[src/sv/omp_pkg.sv]
`default_nettype none
// ----------------------------------------------------------------------------
// omp_pkg
// Shared types and constants for the orthographic map point projector:
// pen action codes, register indexes, chord threshold ratio, screen limits.
// ----------------------------------------------------------------------------
package omp_pkg;

   // Pen action carried with every result item
   typedef enum logic [1:0] {
      PEN_MOVE  = 2'd0,
      PEN_LINE  = 2'd1,
      PEN_COLOR = 2'd2
   } pen_action_type;

   // Register indexes of the configuration port
   typedef enum logic [2:0] {
      CSR_SIN_CENTER_LAT = 3'd0,
      CSR_COS_CENTER_LAT = 3'd1,
      CSR_SIN_CENTER_LNG = 3'd2,
      CSR_COS_CENTER_LNG = 3'd3,
      CSR_PIXEL_SCALE    = 3'd4,
      CSR_HALF_WIDTH     = 3'd5,
      CSR_HALF_HEIGHT    = 3'd6
   } csr_index_type;

   // Squared chord limit is 1.9 = CHORD_NUM / CHORD_DEN
   localparam int CHORD_NUM = 19;
   localparam int CHORD_DEN = 10;

   // Screen coordinate saturation limits
   localparam int SCREEN_MAX = 32767;
   localparam int SCREEN_MIN = -32768;

endpackage
`default_nettype wire

[src/sv/omp_chord.sv]
`default_nettype none
// ----------------------------------------------------------------------------
// omp_chord
// Four-stage check of the squared chord distance between the rotated vertex
// and the view center: near is high when 0 < dx^2+dy^2+dz^2 <= 1.9.
// ----------------------------------------------------------------------------
module omp_chord #(
   parameter int F    = 14,
   parameter int W_XC = 35
) (
   input  wire                      clock,
   input  wire logic signed [W_XC-1:0] xc,
   input  wire logic signed [W_XC-1:0] zc,
   input  wire logic signed [15:0]  sin_lat,
   input  wire logic signed [15:0]  sin_center_lat,
   input  wire logic signed [15:0]  cos_center_lat,
   output logic                     near
);

   localparam int W_DZR = ((W_XC > 16 + F) ? W_XC : 16 + F) + 1;
   localparam int W_D1  = (W_DZR > 2 * F + 3) ? W_DZR : 2 * F + 3;
   localparam int W_D   = W_D1 - F;
   localparam int W_M   = F + 1;
   localparam int W_SQ  = 2 * F + 4;
   localparam logic [63:0] ONE_2F = 64'd1 << (2 * F);
   localparam logic [63:0] THR =
      (ONE_2F / omp_pkg::CHORD_DEN) * omp_pkg::CHORD_NUM +
      ((ONE_2F % omp_pkg::CHORD_DEN) * omp_pkg::CHORD_NUM) / omp_pkg::CHORD_DEN;
   localparam logic [W_SQ-1:0] THR_Q = THR[W_SQ-1:0];

   // stage c1: deltas at F fraction bits, truncated toward zero
   logic signed [W_D-1:0] dx_ff, dy_ff, dz_ff, dx_in, dy_in, dz_in;

   always_comb begin
      logic signed [W_D1-1:0] xe, xa, zr, za;
      logic signed [16:0]     dy;
      xe = W_D1'(xc);
      xa = xe + W_D1'({F{xe[W_D1-1]}});
      zr = W_D1'(zc) - W_D1'($signed({cos_center_lat, {F{1'b0}}}));
      za = zr + W_D1'({F{zr[W_D1-1]}});
      dy = 17'(sin_lat) - 17'(sin_center_lat);
      dx_in = $signed(xa[W_D1-1:F]);
      dz_in = $signed(za[W_D1-1:F]);
      dy_in = W_D'(dy);
   end

   // stage c2: magnitudes, out-of-reach and nonzero flags
   logic [W_M-1:0] mx_ff, my_ff, mz_ff, mx_in, my_in, mz_in;
   logic           big2_ff, nz2_ff, big2_in, nz2_in;

   always_comb begin
      logic [W_D-1:0] ax, ay, az;
      ax = dx_ff[W_D-1] ? W_D'(-dx_ff) : W_D'(dx_ff);
      ay = dy_ff[W_D-1] ? W_D'(-dy_ff) : W_D'(dy_ff);
      az = dz_ff[W_D-1] ? W_D'(-dz_ff) : W_D'(dz_ff);
      mx_in   = ax[W_M-1:0];
      my_in   = ay[W_M-1:0];
      mz_in   = az[W_M-1:0];
      big2_in = (|ax[W_D-1:W_M]) | (|ay[W_D-1:W_M]) | (|az[W_D-1:W_M]);
      nz2_in  = (dx_ff != '0) | (dy_ff != '0) | (dz_ff != '0);
   end

   // stage c3: squares
   logic [2*W_M-1:0] qx_ff, qy_ff, qz_ff, qx_in, qy_in, qz_in;
   logic             big3_ff, nz3_ff;

   assign qx_in = mx_ff * mx_ff;
   assign qy_in = my_ff * my_ff;
   assign qz_in = mz_ff * mz_ff;

   // stage c4: sum and compare
   logic near_in;
   logic [W_SQ-1:0] sum;

   assign sum     = W_SQ'(qx_ff) + W_SQ'(qy_ff) + W_SQ'(qz_ff);
   assign near_in = nz3_ff & ~big3_ff & (sum <= THR_Q);

   always_ff @(posedge clock) begin
      dx_ff   <= dx_in;
      dy_ff   <= dy_in;
      dz_ff   <= dz_in;
      mx_ff   <= mx_in;
      my_ff   <= my_in;
      mz_ff   <= mz_in;
      big2_ff <= big2_in;
      nz2_ff  <= nz2_in;
      qx_ff   <= qx_in;
      qy_ff   <= qy_in;
      qz_ff   <= qz_in;
      big3_ff <= big2_ff;
      nz3_ff  <= nz2_ff;
      near    <= near_in;
   end

endmodule
`default_nettype wire

[config.mk]
export PLATFORM = sky130hd
export DESIGN_NAME = omp_chord
export DESIGN_NICKNAME = d
export VERILOG_FILES = /design/src/sv/omp_pkg.sv /design/src/sv/omp_chord.sv
export SDC_FILE = /design/constraint.sdc
export NUM_CORES = 2
export LEC_CHECK = 0
export BUFFER_PORTS_ARGS = -buffer_cell sky130_fd_sc_hd__buf_2
export CAP_MARGIN = 25
export CORE_AREA = 2 2 288 176
export CTS_BUF_LIST = sky130_fd_sc_hd__clkbuf_8
export DETAILED_ROUTE_END_ITERATION = 6
export DIE_AREA = 0 0 290 178
export GPL_ROUTABILITY_DRIVEN = 1
export PLACE_DENSITY = 0.85
export SLEW_MARGIN = 15
export SYNTH_ARGS = -nofsm -noshare
export SYNTH_HDL_FRONTEND = slang
export SYNTH_SLANG_ARGS = --single-unit
export TNS_END_PERCENT = 100
[constraint.sdc]
create_clock -name clock -period 15.8 [get_ports clock]
set_input_delay 0.79 -clock clock [delete_from_list [all_inputs] [get_ports clock]]
set_output_delay 0.79 -clock clock [all_outputs]
set_load 0.005 [all_outputs]
==> summary.txt <==
STA
  – Setup ws final: 8.676 ns
  – Max_slew headroom: between 40% and 50%
  – Max-slew violations: 0
  – Worst-Margin Slew: 0.8354 ns
  – Min Hold Slack: 0.3369 ns
  – TNS Setup: 0 ns
  – Max Freq: roughly 0.14 GHz
  – Max Clock Skew: roughly 0.03 ns
  – Fin. Hold Viols: 0
  – Tcrit/Tclk final: a little under half
  – Final setup viols: 0
  – Unrepaired setup endpoints after global routing: false
  – Post-layout minimum cycle time: between 7 and 8 ns

Clock network
  – Clock sinks: 198
  – Clock root cell: clkbuf_8
  – Max Buffers Root-to-Sink: 2
  – Resized Gates After CTS: 0
  – Worst-skew pair later-pin latency: 0.53 ns
  – CTS tree: built
  – Clock slew at reported path FFs: 0.11 ns
  – Cts hold-fix bufs: 0
  – Clock buffer count from CTS: 17
  – Post-CTS Setup Bufs: 0
  – CTS HTree Levels: 4

Detailed routing
  – Routed WL per cell: ~16 um
  – Highest Signal Layer: met4
  – Via count: 21651
  – DRT iter0 DRCs: 1682
  – Antenna viol nets, final: 0
  – DRT Pass-1 Iters: 7
  – DR WL met3: 6.014 mm
  – Routed wl met2: 27.00 mm
  – Post-Route WL: 64.27 mm
  – Wl on met1: a little over 30 mm
  – Vias per inst: 5.473
  – # DRC: 0

Global routing
  – Vias in the first global route: 21968
  – Initial antenna violation count: 0
  – Congestion Overflow GR: 0
  – First-pass GRT wire length: 108.5 mm
  – Largest net degree at the start of global routing: 25
  – GR Util All Layers: 26.03%

Critical path
  – Arrival @ worst endpoint: 7.56 ns
  – Slowest-stage cell, CP: fa_1
  – Worst EP required: 16.24 ns
  – CP cell instances: and2_1 -> fa_1 -> inv_1 -> fa_1 -> inv_1 -> fa_1 -> inv_1 -> fa_1 -> inv_1 -> fa_1 -> inv_1 -> fa_1 -> inv_1 -> ha_1 -> and2_1 -> o41ai_1 -> a21oi_1 -> o31a_1 -> o2111ai_1 -> a21oi_1 -> a41oi_1 -> nor2b_1 -> xnor2_1
  – Critical Path Sink Type: register
  – CP Launch Type: register
  – Top delay family on crit path: adder cells
  – CP bufs+invs: 6
  – Max stage delay on crit path: 0.56 ns
  – WS Path Type: register to register
  – Crit path max fanout: 15

Synthesis
  – Cells after Synth: 3216
  – Yosys warns: 0
  – Mean post-synth cell area: 9.048 sq um
  – Ys flop type: dfxtp_1
  – Post-synthesis cell type count: 79
  – Async S/R FF share, synth: 0%
  – Seq/Total Area, Yosys: 13.62%
  – Register bit total from synthesis: 198
  – Mapped Area: slightly below 0.03 sq mm
  – Number of flops mapped to enable cells by yosys: 0

Cells and area
  – Diodes inserted: 0
  – Layout cells sized above 1: 5.868%
  – Most common cell after layout, fill and taps aside: inv_1
  – Nets: 4223
  – Post-route insts no fill: 3956
  – Most frequent cells in the layout: inv_1, fa_1, ha_1
  – Register area: 0.003964 sq mm
  – Fillers: 3965
  – Multi-input logic area: 0.02236 sq mm
  – Synthesis-to-layout area growth: 5.487%

Floorplan
  – Core Box Area: 0.04895 sq mm
  – Die area: 0.05162 sq mm
  – Chip Width: 290 um
  – Initial core utilization: 59.44%
  – Die height: 178 um
  – Ports: 120
  – Row cnt: 63

Placement
  – Placer Congestion: 0.9546
  – # placed instances: 3922
  – Port-buffer cells: about 120
  – Dpl hpwl: 54.60 mm
  – Pre-CTS worst setup slack: 8.795 ns

Min path
  – Worst min path class: register to register

Outcome
  – Status: completed

Job
  – Max-cap violations: 0
-- logic make-up after synthesis --
kind of cell | synth area share, %
buf+inv | 9.546
simple gates | 13.74
mux | 0.2580
compound gates | 10.05
flops | 13.62
xor+xnor | 6.592
other cells | 0.01289
fa+ha+maj | 46.17
-- synth_stat cells (38+ instances only) --
cell type,instances,area (sq um)
nor2_1,132,495.5
nor2b_1,38,237.7
a21oi_1,122,610.6
and2_1,129,807.0
o21ai_0,83,415.4
a21o_1,42,315.3
dfxtp_1,198,3964
fa_1,438,8768
nand3_1,47,235.2
xor2_1,56,490.5
inv_1,669,2511
nand2_1,275,1032
xnor2_1,163,1428
ha_1,373,4667
clkbuf_1,61,229.0
-- per-stage QoR --
stage,util (%),cell area [sq um]
after floorplan,-,29100
after global placement,61.82,30260
after detailed placement,61.82,30260
after CTS,62.68,30680
after global routing,62.70,30690
final,62.70,30690
-- registers in the layout, indices dropped and copies added, names as in the netlist --
register / flops
big2_ff: 1
nz3_ff: 1
near: 1
dx_ff: 22
big3_ff: 1
nz2_ff: 1
qz_ff: 29
dy_ff: 17
dz_ff: 22
mx_ff: 15
my_ff: 15
qx_ff: 29
mz_ff: 15
qy_ff: 29
-- routing by layer --
layer,vias to the layer above,global-route usage [%]
li1,10439,-
met1,10419,38.34
met2,737,38.75
met3,56,7.251
met4,0,4.384
met5,-,0
-- worst register-to-register path, stage by stage (launching register included) --
cell	delay, ns
dfxtp_1	0.53
and2_1	0.30
fa_1	0.57
inv_1	0.06
fa_1	0.53
inv_1	0.05
fa_1	0.49
inv_1	0.05
fa_1	0.52
inv_1	0.05
fa_1	0.48
inv_1	0.05
fa_1	0.47
inv_1	0.04
ha_1	0.36
and2_1	0.21
o41ai_1	0.51
a21oi_1	0.19
o31a_1	0.33
o2111ai_1	0.28
a21oi_1	0.19
a41oi_1	0.42
nor2b_1	0.25
xnor2_1	0.14
-- layout make-up --
class | count | share of cell area, %
Sequential cell | 198 | 12.91
Clock inverter | 13 | 0.5258
Inverter | 669 | 8.181
Tap cell | 650 | 2.650
Multi-Input combinational cell | 2284 | 72.85
Clock buffer | 19 | 0.8520
Timing Repair Buffer | 123 | 2.030
-- worst paths after layout --
kind	start	to	slack [ns]	cells past startpoint
worst max-delay path	my_ff[8]	qy_ff[25]	8.68	23
worst min-delay path	nz2_ff	nz3_ff	0.34	0
worst max register to register	my_ff[8]	qy_ff[25]	8.68	23
worst min register to register	nz2_ff	nz3_ff	0.34	0
Power is not shown: default switching activity piles up to over one toggle a cycle in this logic, so the estimate is an artifact.
